## src/rtl/uapq_pkg.sv

```systemverilog
// Shared types and constants for the unsorted-array priority queue.
// No dependencies; the other files that use it refer to this package by scoped names.
`default_nettype none

package uapq_pkg;

    // Field widths of one input word and one result word
    localparam int ACTION_W   = 2;
    localparam int VERTEX_W   = 16;
    localparam int PRIO_W     = 32;
    localparam int STATUS_W   = 3;
    localparam int COUNT_W    = 7;
    localparam int ENTRY_W    = VERTEX_W + PRIO_W;
    localparam int S_TDATA_W  = 56;
    localparam int M_TDATA_W  = 32;

    typedef enum logic [ACTION_W-1:0] {
        ACT_INSERT   = 2'd0,
        ACT_EXTRACT  = 2'd1,
        ACT_DECREASE = 2'd2,
        ACT_CONTAINS = 2'd3
    } action_t;

    typedef enum logic [STATUS_W-1:0] {
        ST_OK         = 3'd0,
        ST_FULL       = 3'd1,
        ST_DUP        = 3'd2,
        ST_EMPTY      = 3'd3,
        ST_NOTFOUND   = 3'd4,
        ST_NOTSMALLER = 3'd5
    } status_t;

    typedef enum logic [2:0] {
        S_IDLE,
        S_CHECK,
        S_SCAN,
        S_DECIDE,
        S_FINISH
    } ctrl_state_t;

    // Commands from controller to datapath
    typedef struct packed {
        logic load_in;
        logic scan_init;
        logic scan;
        logic decide;
        logic load_out;
    } dp_cmd_t;

    // Status from datapath to controller
    typedef struct packed {
        logic skip_scan;
        logic scan_done;
        logic out_free;
    } dp_stat_t;

endpackage

`default_nettype wire

```

## src/rtl/uapq_ram.sv

```systemverilog
// Generic single-write, single-read RAM with registered read data.
// No dependencies.
`default_nettype none

module uapq_ram #(
    parameter int WIDTH  = 48,
    parameter int DEPTH  = 64,
    parameter int ADDR_W = (DEPTH > 1) ? $clog2(DEPTH) : 1
) (
    input  wire logic              aclk,
    input  wire logic              wr_en,
    input  wire logic [ADDR_W-1:0] wr_addr,
    input  wire logic [WIDTH-1:0]  wr_data,
    input  wire logic              rd_en,
    input  wire logic [ADDR_W-1:0] rd_addr,
    output logic      [WIDTH-1:0]  rd_data
);

    logic [WIDTH-1:0] mem [DEPTH];

    // Write port
    always_ff @(posedge aclk) begin
        if (wr_en) begin
            mem[wr_addr] <= wr_data;
        end
    end

    // Registered read port
    always_ff @(posedge aclk) begin
        if (rd_en) begin
            rd_data <= mem[rd_addr];
        end
    end

endmodule

`default_nettype wire

```

## src/rtl/uapq_ctrl.sv

```systemverilog
// Controller state machine: sequences accept, scan, decide and result load.
// Depends on uapq_pkg for the state, command and status types.
`default_nettype none

module uapq_ctrl (
    input  wire logic                aclk,
    input  wire logic                aresetn,
    input  wire logic                s_tvalid,
    output logic                     s_tready,
    input  wire uapq_pkg::dp_stat_t  stat,
    output uapq_pkg::dp_cmd_t        cmd
);

    uapq_pkg::ctrl_state_t state_reg, state_next;

    // State register
    always_ff @(posedge aclk) begin
        if (!aresetn) begin
            state_reg <= uapq_pkg::S_IDLE;
        end else begin
            state_reg <= state_next;
        end
    end

    // Next state and commands
    always_comb begin
        state_next = state_reg;
        cmd        = '0;
        s_tready   = 1'b0;
        case (state_reg)
            uapq_pkg::S_IDLE: begin
                s_tready = 1'b1;
                if (s_tvalid) begin
                    cmd.load_in = 1'b1;
                    state_next  = uapq_pkg::S_CHECK;
                end
            end
            uapq_pkg::S_CHECK: begin
                cmd.scan_init = 1'b1;
                state_next    = stat.skip_scan ? uapq_pkg::S_DECIDE : uapq_pkg::S_SCAN;
            end
            uapq_pkg::S_SCAN: begin
                cmd.scan = 1'b1;
                if (stat.scan_done) begin
                    state_next = uapq_pkg::S_DECIDE;
                end
            end
            uapq_pkg::S_DECIDE: begin
                cmd.decide = 1'b1;
                state_next = uapq_pkg::S_FINISH;
            end
            uapq_pkg::S_FINISH: begin
                if (stat.out_free) begin
                    cmd.load_out = 1'b1;
                    state_next   = uapq_pkg::S_IDLE;
                end
            end
            default: begin
                state_next = uapq_pkg::S_IDLE;
            end
        endcase
    end

endmodule

`default_nettype wire

```

## src/rtl/uapq_dp.sv

```systemverilog
// Datapath: request registers, entry count, scan pointer, match and minimum
// trackers, the entry RAM and the output register. Depends on uapq_pkg, uapq_ram.
`default_nettype none

module uapq_dp #(
    parameter int CAPACITY = 64
) (
    input  wire logic                              aclk,
    input  wire logic                              aresetn,
    input  wire logic [uapq_pkg::S_TDATA_W-1:0]    s_tdata,
    input  wire logic                              m_tready,
    output logic                                   m_tvalid,
    output logic      [uapq_pkg::M_TDATA_W-1:0]    m_tdata,
    input  wire uapq_pkg::dp_cmd_t                 cmd,
    output uapq_pkg::dp_stat_t                     stat
);

    localparam int CW = $clog2(CAPACITY + 1);
    localparam int AW = (CAPACITY > 1) ? $clog2(CAPACITY) : 1;

    // Request
    uapq_pkg::action_t                   op_reg;
    logic [uapq_pkg::VERTEX_W-1:0]       vert_reg;
    logic signed [uapq_pkg::PRIO_W-1:0]  prio_reg;

    // Occupancy and scan
    logic [CW-1:0] count_reg, count_next;
    logic [CW-1:0] rd_ptr_reg;
    logic          dvalid_reg;
    logic [AW-1:0] didx_reg;

    // Trackers
    logic                                hit_reg;
    logic [AW-1:0]                       hit_idx_reg;
    logic signed [uapq_pkg::PRIO_W-1:0]  hit_prio_reg;
    logic [AW-1:0]                       best_idx_reg;
    logic signed [uapq_pkg::PRIO_W-1:0]  best_prio_reg;
    logic [uapq_pkg::VERTEX_W-1:0]       best_vert_reg;
    logic [uapq_pkg::ENTRY_W-1:0]        last_reg;

    // Result
    uapq_pkg::status_t                   res_status_reg, res_status_next;
    logic [uapq_pkg::VERTEX_W-1:0]       res_minv_reg, res_minv_next;
    logic                                res_found_reg, res_found_next;
    logic                                m_tvalid_reg;
    logic [uapq_pkg::M_TDATA_W-1:0]      m_tdata_reg;

    // RAM ports
    logic                           wr_en;
    logic [AW-1:0]                  wr_addr;
    logic [uapq_pkg::ENTRY_W-1:0]   wr_data;
    logic                           rd_en;
    logic [uapq_pkg::ENTRY_W-1:0]   rd_data;

    logic [uapq_pkg::VERTEX_W-1:0]       rd_vert;
    logic signed [uapq_pkg::PRIO_W-1:0]  rd_prio;
    logic                                eval;
    logic                                is_full;
    logic                                all_issued;

    assign rd_vert    = rd_data[uapq_pkg::ENTRY_W-1:uapq_pkg::PRIO_W];
    assign rd_prio    = $signed(rd_data[uapq_pkg::PRIO_W-1:0]);
    assign is_full    = (count_reg >= CW'(CAPACITY));
    assign all_issued = (rd_ptr_reg == count_reg);
    assign rd_en      = cmd.scan && !all_issued && !hit_reg;
    assign eval       = cmd.scan && dvalid_reg && !hit_reg;

    assign stat.skip_scan = (count_reg == '0) || ((op_reg == uapq_pkg::ACT_INSERT) && is_full);
    assign stat.scan_done = hit_reg || (all_issued && !dvalid_reg);
    assign stat.out_free  = !m_tvalid_reg || m_tready;

    uapq_ram #(
        .WIDTH (uapq_pkg::ENTRY_W),
        .DEPTH (CAPACITY),
        .ADDR_W(AW)
    ) u_entries (
        .aclk   (aclk),
        .wr_en  (wr_en),
        .wr_addr(wr_addr),
        .wr_data(wr_data),
        .rd_en  (rd_en),
        .rd_addr(rd_ptr_reg[AW-1:0]),
        .rd_data(rd_data)
    );

    // Latch the request word
    always_ff @(posedge aclk) begin
        if (cmd.load_in) begin
            op_reg   <= uapq_pkg::action_t'(s_tdata[uapq_pkg::ACTION_W-1:0]);
            vert_reg <= s_tdata[uapq_pkg::ACTION_W +: uapq_pkg::VERTEX_W];
            prio_reg <= $signed(s_tdata[uapq_pkg::ACTION_W + uapq_pkg::VERTEX_W +:
                                        uapq_pkg::PRIO_W]);
        end
    end

    // Advance the scan pointer, the read-data tag and the match flag
    always_ff @(posedge aclk) begin
        if (!aresetn) begin
            rd_ptr_reg <= '0;
            dvalid_reg <= 1'b0;
            hit_reg    <= 1'b0;
        end else if (cmd.scan_init) begin
            rd_ptr_reg <= '0;
            dvalid_reg <= 1'b0;
            hit_reg    <= 1'b0;
        end else begin
            dvalid_reg <= rd_en;
            if (rd_en) begin
                rd_ptr_reg <= rd_ptr_reg + 1'b1;
            end
            if (eval && (op_reg != uapq_pkg::ACT_EXTRACT) && (rd_vert == vert_reg)) begin
                hit_reg <= 1'b1;
            end
        end
    end

    always_ff @(posedge aclk) begin
        if (rd_en) begin
            didx_reg <= rd_ptr_reg[AW-1:0];
        end
    end

    // Track first match, running minimum and the last entry
    always_ff @(posedge aclk) begin
        if (eval) begin
            if (rd_vert == vert_reg) begin
                hit_idx_reg  <= didx_reg;
                hit_prio_reg <= rd_prio;
            end
            if ((didx_reg == '0) || (rd_prio < best_prio_reg)) begin
                best_idx_reg  <= didx_reg;
                best_prio_reg <= rd_prio;
                best_vert_reg <= rd_vert;
            end
            last_reg <= rd_data;
        end
    end

    // Decide result, write-back and new count
    always_comb begin
        wr_en           = 1'b0;
        wr_addr         = count_reg[AW-1:0];
        wr_data         = {vert_reg, prio_reg};
        count_next      = count_reg;
        res_status_next = uapq_pkg::ST_OK;
        res_minv_next   = '0;
        res_found_next  = 1'b0;
        if (cmd.decide) begin
            case (op_reg)
                uapq_pkg::ACT_INSERT: begin
                    if (is_full) begin
                        res_status_next = uapq_pkg::ST_FULL;
                    end else if (hit_reg) begin
                        res_status_next = uapq_pkg::ST_DUP;
                    end else begin
                        wr_en      = 1'b1;
                        count_next = count_reg + 1'b1;
                    end
                end
                uapq_pkg::ACT_EXTRACT: begin
                    if (count_reg == '0) begin
                        res_status_next = uapq_pkg::ST_EMPTY;
                    end else begin
                        res_minv_next = best_vert_reg;
                        wr_en         = 1'b1;
                        wr_addr       = best_idx_reg;
                        wr_data       = last_reg;
                        count_next    = count_reg - 1'b1;
                    end
                end
                uapq_pkg::ACT_DECREASE: begin
                    if (!hit_reg) begin
                        res_status_next = uapq_pkg::ST_NOTFOUND;
                    end else if (prio_reg >= hit_prio_reg) begin
                        res_status_next = uapq_pkg::ST_NOTSMALLER;
                    end else begin
                        wr_en   = 1'b1;
                        wr_addr = hit_idx_reg;
                    end
                end
                uapq_pkg::ACT_CONTAINS: begin
                    res_found_next = hit_reg;
                end
                default: begin
                    res_status_next = uapq_pkg::ST_OK;
                end
            endcase
        end
    end

    always_ff @(posedge aclk) begin
        if (!aresetn) begin
            count_reg <= '0;
        end else begin
            count_reg <= count_next;
        end
    end

    always_ff @(posedge aclk) begin
        if (cmd.decide) begin
            res_status_reg <= res_status_next;
            res_minv_reg   <= res_minv_next;
            res_found_reg  <= res_found_next;
        end
    end

    // Hold the result word until taken
    always_ff @(posedge aclk) begin
        if (!aresetn) begin
            m_tvalid_reg <= 1'b0;
        end else if (cmd.load_out) begin
            m_tvalid_reg <= 1'b1;
        end else if (m_tready) begin
            m_tvalid_reg <= 1'b0;
        end
    end

    always_ff @(posedge aclk) begin
        if (cmd.load_out) begin
            m_tdata_reg <= {4'b0000,
                            (count_reg == '0),
                            uapq_pkg::COUNT_W'(count_reg),
                            res_found_reg,
                            res_minv_reg,
                            res_status_reg};
        end
    end

    assign m_tvalid = m_tvalid_reg;
    assign m_tdata  = m_tdata_reg;

endmodule

`default_nettype wire

```

## src/rtl/unsorted_array_priority_queue.sv

```systemverilog
// Top level of the unsorted-array priority queue with decrease-key.
// Depends on uapq_pkg, uapq_ctrl and uapq_dp (which holds uapq_ram).
//
//   Channel | Dir | Word
//   s_      | in  | one request: action, vertex, priority_req
//   m_      | out | one result: status, min_vertex, found, entry_count, is_empty
//
// One request at a time. From accept to result the entry RAM is read one entry
// per cycle over the live entries, ending early on the first vertex match;
// extract always reads them all. An empty queue, or an insert to a full
// queue, skips the read.
// Reset clears the count and all control state; the RAM needs no clearing.
// A result word waiting on m_tready holds the finish step but not the accept
// of the next request.
`default_nettype none

module unsorted_array_priority_queue #(
    parameter int CAPACITY = 64
) (
    input  wire logic                            aclk,
    input  wire logic                            aresetn,
    input  wire logic                            s_tvalid,
    output logic                                 s_tready,
    // [1:0] action, [17:2] vertex, [49:18] priority_req, [55:50] zero
    input  wire logic [uapq_pkg::S_TDATA_W-1:0]  s_tdata,
    output logic                                 m_tvalid,
    input  wire logic                            m_tready,
    // [2:0] status, [18:3] min_vertex, [19] found, [26:20] entry_count,
    // [27] is_empty, [31:28] zero
    output logic      [uapq_pkg::M_TDATA_W-1:0]  m_tdata
);

    uapq_pkg::dp_cmd_t  cmd;
    uapq_pkg::dp_stat_t stat;

    uapq_ctrl u_ctrl (
        .aclk    (aclk),
        .aresetn (aresetn),
        .s_tvalid(s_tvalid),
        .s_tready(s_tready),
        .stat    (stat),
        .cmd     (cmd)
    );

    uapq_dp #(
        .CAPACITY(CAPACITY)
    ) u_dp (
        .aclk    (aclk),
        .aresetn (aresetn),
        .s_tdata (s_tdata),
        .m_tready(m_tready),
        .m_tvalid(m_tvalid),
        .m_tdata (m_tdata),
        .cmd     (cmd),
        .stat    (stat)
    );

endmodule

`default_nettype wire

```

## config.mk

```make
export PLATFORM = sky130hd
export DESIGN_NAME = unsorted_array_priority_queue
export DESIGN_NICKNAME = d
export VERILOG_FILES = /design/src/rtl/uapq_pkg.sv /design/src/rtl/uapq_ram.sv /design/src/rtl/uapq_ctrl.sv /design/src/rtl/uapq_dp.sv /design/src/rtl/unsorted_array_priority_queue.sv
export SDC_FILE = /design/constraint.sdc
export NUM_CORES = 2
export LEC_CHECK = 0
export BUFFER_PORTS_ARGS = -buffer_cell sky130_fd_sc_hd__buf_2
export CAP_MARGIN = 10
export CELL_PAD_IN_SITES_DETAIL_PLACEMENT = 1
export CELL_PAD_IN_SITES_GLOBAL_PLACEMENT = 1
export CORE_AREA = 2 2 479 481
export CTS_CLUSTER_SIZE = 24
export DETAILED_ROUTE_END_ITERATION = 10
export DIE_AREA = 0 0 481 483
export GPL_ROUTABILITY_DRIVEN = 0
export PLACE_DENSITY = 0.85
export SETUP_SLACK_MARGIN = 0.3
export SYNTH_ARGS = -nofsm -noshare
export SYNTH_HDL_FRONTEND = slang
export SYNTH_SLANG_ARGS = --single-unit
export TNS_END_PERCENT = 5
```

## constraint.sdc

```tcl
create_clock -name aclk -period 8.8 [get_ports aclk]
set_input_delay 0.44 -clock aclk [delete_from_list [all_inputs] [get_ports aclk]]
set_output_delay 0.44 -clock aclk [all_outputs]
set_load 0.01 [all_outputs]
```

# Word-level counts from Yosys, hierarchy flattened
# Memories as Yosys holds them, arrays and structs flattened. A register that Yosys moved wholly into a read port is not among the register bits.
# Cells that the tools add are included.
dict set report op_classes {
  reduce_logical 28
  n_lt_le_gt_ge 3
  add_sub_neg 3
  bitwise 2
  n_eq_ne 16
  muxes 42
}
# cell count
set op_table {}
lappend op_table {{$mux 48} 3}
lappend op_table {{$ge 32x32->1} 1}
lappend op_table {{$lt 32x32->1} 1}
lappend op_table {{$mux 6} 4}
lappend op_table {{$mux 7} 3}
lappend op_table {{$mux 1} 19}
lappend op_table {{$mux 3} 6}
lappend op_table {{$eq 16x16->1} 1}
lappend op_table {{$pmux 3 s5} 1}
lappend op_table {{$add 7x1->7 const B} 2}
lappend op_table {{$pmux 7 s2} 1}
lappend op_table {{$ne 2x2->1 const B} 6}
lappend op_table {{$pmux 6 s2} 1}
lappend op_table {{$pmux 3 s3} 1}
lappend op_table {{$logic_and 1x1->1} 8}
lappend op_table {{$eq 7x7->1} 1}
lappend op_table {{$ge 7x7->1 const B} 1}
lappend op_table {{$logic_not 7->1} 1}
lappend op_table {{$sub 7x1->7 const B} 1}
lappend op_table {{$eq 3x2->1 const B} 2}
lappend op_table {{$logic_not 6->1} 1}
lappend op_table {{$reduce_and 5->1} 1}
lappend op_table {{$eq 2x2->1 const B} 2}
lappend op_table {{$logic_not 1->1} 4}
lappend op_table {{other kinds (14)} 22}
dict set report word_totals {
  elab_cells 115
  memories 1
  out_inout_bits 34
  register_bits 264
  input_bits 60
  mem_bits_rw 3072
}
# name depth width read_ports rd_clocked_by_memory_dff wr line
set memory_table {}
lappend memory_table {u_dp.u_entries.mem 64 48 1 1 1 uapq_ram.sv:19} ;# logic [WIDTH-1:0] mem [DEPTH];

# Depth between registers and ports, before layout
dict set report logic_depth {
  ltp_word 7
  mapped_depth 12
  ltp_nobuf 12
}

# By module
# A second synthesis with hierarchy kept.
dict set report hier_totals {
  cells_unflattened 5722
  hier_area_um2 129141.4
}
# module area_each_um2 seq_area_each_um2 instances cells_each
set by_module_without_submodules {}
lappend by_module_without_submodules {uapq_ram 117597.8 93689.9 1 4970}
lappend by_module_without_submodules {uapq_dp 11359.6 7667.4 1 733}
lappend by_module_without_submodules {uapq_ctrl 183.9 60.1 1 19}

# Worst setup path after synthesis
# Ideal clock, no wire load.
dict set report synth_timing {
  kind {flip-flop to flip-flop}
  start {reg u_dp.u_entries.rd_data[17] (read register of u_dp.u_entries.mem)}
  end {reg u_dp.best_idx_reg[0] (enable)}
  setup_ns 0.562
  path_slack_ns 2.437
  t_required_ns 8.238
  period_less_slack_ns 6.363
  n_path_buf 0
  path_stages_with_launch 11
  arrival_time_ns 5.800
  path_cell_list {edfxtp_1 > ha_1 > a21o_1 > a21o_1 > a21oi_1 > nor2b_1 > o21ai_0 > nand2b_1 > a31oi_1 > o31ai_1 > a311oi_1}
}
dict set report synth_between {
  elab_chain_cells 3
}
# element line
set synth_rtl {}
lappend synth_rtl {{from (decl)} uapq_ram.sv:16} ;# output logic [WIDTH-1:0] rd_data
lappend synth_rtl {{$lt 32x32->1} uapq_dp.sv:130} ;# if ((didx_reg == '0) || (rd_prio < best_prio_reg)) begin
lappend synth_rtl {{$logic_or 1x1->1} uapq_dp.sv:130}
lappend synth_rtl {{$reduce_and 2->1 (no line)} --}
lappend synth_rtl {{to (signal assigned)} uapq_dp.sv:131} ;# best_idx_reg <= didx_reg;
lappend synth_rtl {{to (decl)} uapq_dp.sv:36} ;# logic [AW-1:0] best_idx_reg;
# No other way between the ends.
# A chain may end at the register's enable or synchronous reset.

# Final worst setup path
dict set report layout_timing {
  start {reg u_dp.prio_reg[15] in the netlist's numbering}
  end {mem u_dp.u_entries.mem[18][27] (enable)}
}
dict set report layout_between {
  elab_chain_cells 7
  word_cells_on_any_way 11
  cone_classes {1 x order compare; 10 x mux}
}
# element line
set layout_rtl {}
lappend layout_rtl {{from (decl)} uapq_dp.sv:24} ;# logic signed [uapq_pkg::PRIO_W-1:0] prio_reg;
lappend layout_rtl {{from (signal assigned)} uapq_dp.sv:91} ;# prio_reg <= $signed(s_tdata[uapq_pkg::ACTION_W + uapq_pkg::VERTEX_W +:
lappend layout_rtl {{$ge 32x32->1 *} uapq_dp.sv:174} ;# end else if (prio_reg >= hit_prio_reg) begin
lappend layout_rtl {{$mux 1} uapq_dp.sv:174}
lappend layout_rtl {{$mux 1} uapq_dp.sv:172} ;# if (!hit_reg) begin
lappend layout_rtl {{$pmux 1 s3} uapq_dp.sv:149} ;# case (op_reg)
lappend layout_rtl {{$mux 1} uapq_dp.sv:148} ;# if (cmd.decide) begin
lappend layout_rtl {{$mux 1} uapq_ram.sv:23} ;# if (wr_en) begin
lappend layout_rtl {{$mux 1 (not written as such)} uapq_ram.sv:24} ;# mem[wr_addr] <= wr_data;
lappend layout_rtl {{to (decl)} uapq_ram.sv:19}
# Every way passes the cells marked *; elsewhere a longest branch is shown, timed or not.

==> impl_metrics.json <==
{
  "die_y_um": 483,
  "htree_levels": 5,
  "worst_slew_pin_slew_ns": 1.36,
  "io_pins": 94,
  "critPathMaxStageDelay_ns": 1.37,
  "grt_pass1_vias": 68627,
  "drv_slew": 0,
  "hp-class": "in2reg",
  "finalSetupViolations": 0,
  "cts.clk_slew.worst_paths_ns": 0.08,
  "hold_viol_final": 0,
  "power_density_nw_per_um2": 235,
  "sw_frac_of_total_pct": 22.8,
  "crit_fanout": 20,
  "finClkSkew_ns": 0.0809,
  "rows": 175,
  "grt_overflow": 0,
  "final_core_util_pct": 64.1,
  "synthArstFlopShare_pct": 0,
  "arrival_ns": 8.20,
  "postCtsSetupBuffers": 0,
  "min_path_cells": 4,
  "grt_usage_pct": 39.3,
  "final_layout_size_suffix_gt1_share_pct": 31.4,
  "peakVddDrop_v": 0.000299,
  "viasPerCell": 7.89,
  "die_w_um": 481,
  "p_int_mw": 26.3,
  "cts-buffers-inserted": 329,
  "cts_buffer_depth": 4,
  "timing.final.crit_period_ns": 7.56,
  "cts_tree": "done",
  "power.total_mw": 34.1,
  "hpwl_mm": 206,
  "die_area_um2": 232000,
  "largest_reg_flops": 3072,
  "cpMaxStageDelayCell": "nor2b_4",
  "max_slew_margin_pct": 9.34,
  "antenna_found_initial": 45,
  "clock_latency_ns": 1.01,
  "ys.warnings.count": 0,
  "drc": 0,
  "hold_slack_ns": 0.0701,
  "p_comb_share_pct": 3.6,
  "vias": 69755,
  "status": "finished clean",
  "synth_area_um2": 129000,
  "synthCells": 5199,
  "drt_pass1_iterations": 6,
  "cts_resized": 0,
  "crit_type": "reg2reg",
  "synth_area_per_cell_um2": 24.8,
  "crit_chain": "ha_1, nand4_1, nor4_1, nand2_1, nand4_1, nor3b_2, a222oi_1, buf_2, nand4b_1, nor2b_4, buf_4",
  "grt_max_degree": 167,
  "worstSetupEndpointType": "flop",
  "required_ns": 9.44,
  "crit_top_cell": "nand4_1",
  "routed_wl_mm": 450,
  "synth_ff_type": "edfxtp_1",
  "clk_root_buffer_cell": "clkbuf_16",
  "num-nets-final": 5724,
  "p_seq_share_pct": 53.2,
  "fmax_mhz": 132,
  "syn2layout_area_growth_pct": 12.6,
  "ant_nets": 0,
  "maxCapViolations": 0,
  "switchingPower_mw": 7.79,
  "core-area_um2": 227000,
  "fin_crit_sh_pct": 86.0,
  "cts.sinks": 3384,
  "hold_buffers": 52,
  "synth_edf_count": 3364,
  "crit_path_start_kind": "flop",
  "drt_iter0_drc": 14292,
  "rsz0062_at_grt": "false",
  "fin_setup_tns_ns": 0,
  "grt_pass1_wl_mm": 614,
  "wl_per_cell_um": 50.9,
  "reg2reg_depth": 11,
  "ys_seq_area_share_pct": 78.6,
  "ys_ff_latch": 3384,
  "io_buffers": 83,
  "synth.distinct_cells": 56,
  "clkPwrFrac_pct": 43.2,
  "leakage_nw": 43.9,
  "start_util_pct": 56.9
}
-- cell usage after synthesis, types with 3 or more instances --
library cell | n | share of area, %
xnor2_1 | 15 | 0.10
inv_1 | 75 | 0.22
a21oi_1 | 33 | 0.13
dfxtp_1 | 20 | 0.31
clkbuf_1 | 177 | 0.51
buf_4 | 4 | 0.023
nand4b_1 | 3 | 0.020
and2_1 | 34 | 0.16
and3_1 | 8 | 0.039
nor3_1 | 12 | 0.047
o21ai_0 | 17 | 0.066
a221o_1 | 3 | 0.023
or3_1 | 3 | 0.015
edfxtp_1 | 3364 | 78
a21o_1 | 11 | 0.064
nand2b_1 | 6 | 0.029
a31oi_1 | 4 | 0.019
mux2_2 | 48 | 0.42
nand4_1 | 18 | 0.087
mux4_2 | 1008 | 18
xor2_1 | 22 | 0.15
nor4_1 | 7 | 0.034
nand2_1 | 25 | 0.073
buf_1 | 67 | 0.19
nor2b_1 | 37 | 0.18
nor2_1 | 51 | 0.15
a221oi_1 | 3 | 0.020
a222oi_1 | 3 | 0.023
ha_1 | 74 | 0.72
nand3_1 | 11 | 0.043
and4_1 | 3 | 0.020
-- cells in the final DEF, fill, tap and decap left out, types with 52 or more instances in the layout --
cell,instances
edfxtp_1,3364
mux4_2,1008
clkbuf_16,333
buf_4,139
buf_2,85
ha_1,74
inv_1,73
clkbuf_1,64
clkinv_1,62
dlygate4sd3_1,52
-- critical path, delay by kind of cell (launching register included) --
| kind | cells | cell delay [ns] |
|---|---|---|
| flip-flops | 1 | 0.44 |
| AND/OR/NAND/NOR | 7 | 4.40 |
| buffers and inverters | 2 | 0.92 |
| AO/OA/AOI/OAI | 1 | 0.94 |
| adder cells (fa/ha/maj) | 1 | 0.43 |
-- logic make-up after synthesis --
group           count (synthesis)  synth area share (%)
compound gates                 91                 0.446
xor+xnor                       37                 0.251
fa+ha+maj                      75                 0.733
buf+inv                       323                 0.951
flops                        3384                  78.6
mux                          1058                  18.0
other cells                     1               0.00291
simple gates                  230                 0.997
-- power by group through the flow --
stage | clock network (mW) | registers [mW] | logic [mW]
final | 14.8 | 18.2 | 1.21
after global routing | 15.1 | 18.2 | 1.22
after CTS | 14.5 | 18.2 | 1.13
after detailed placement | 0 | 18.5 | 1.04
after global placement | 0 | 18.5 | 0.940
after floorplan | 0 | 18.5 | 0.538
-- path summary, 6_finish.rpt --
check,from,to,slack [ns]
setup / recovery,u_dp.prio_reg[15]$_DFFE_PP_,u_dp.u_entries.mem[18][27]$_DFFE_PP_,1.24
hold reg to reg,u_dp.res_minv_reg[6]$_SDFFCE_PN0P_,u_dp.m_tdata[9]$_DFFE_PP_,0.43
hold / removal,s_tvalid,u_ctrl.state_reg[0]$_SDFFE_PN0P_,0.07
setup reg to reg,u_dp.prio_reg[15]$_DFFE_PP_,u_dp.u_entries.mem[18][27]$_DFFE_PP_,1.24
-- area by class of cell --
| type | instances | area [um^2] |
|---|---|---|
| Fill cell | 17452 | 81500 |
| Sequential cell | 3384 | 101000 |
| Antenna cell | 13 | 32.5 |
| Timing Repair Buffer | 304 | 2550 |
| Clock buffer | 397 | 8570 |
| Inverter | 75 | 284 |
| Tap cell | 3009 | 3760 |
| Multi-Input combinational cell | 1495 | 26900 |
| Clock inverter | 167 | 1760 |
-- metal layers --
metal	global-route usage [%]	vias to the layer above	routed length, um
met5	0	-	303
met1	50.9	36018	140000
met4	23.0	46	33800
met3	11.5	1841	66900
li1	-	23183	-
met2	59.8	8667	209000
-- per-stage QoR --
stage | area [um^2] | setup slack (ns) | instances
after floorplan | 129000 | 2.44 | 5202
after global placement | 134000 | 2.43 | 8211
after detailed placement | 134000 | 1.96 | 8211
after CTS | 145000 | 1.28 | 8827
after global routing | 145000 | 1.49 | 8834
final | 145000 | 1.24 | 8844
(Power assumes the default switching activity.)
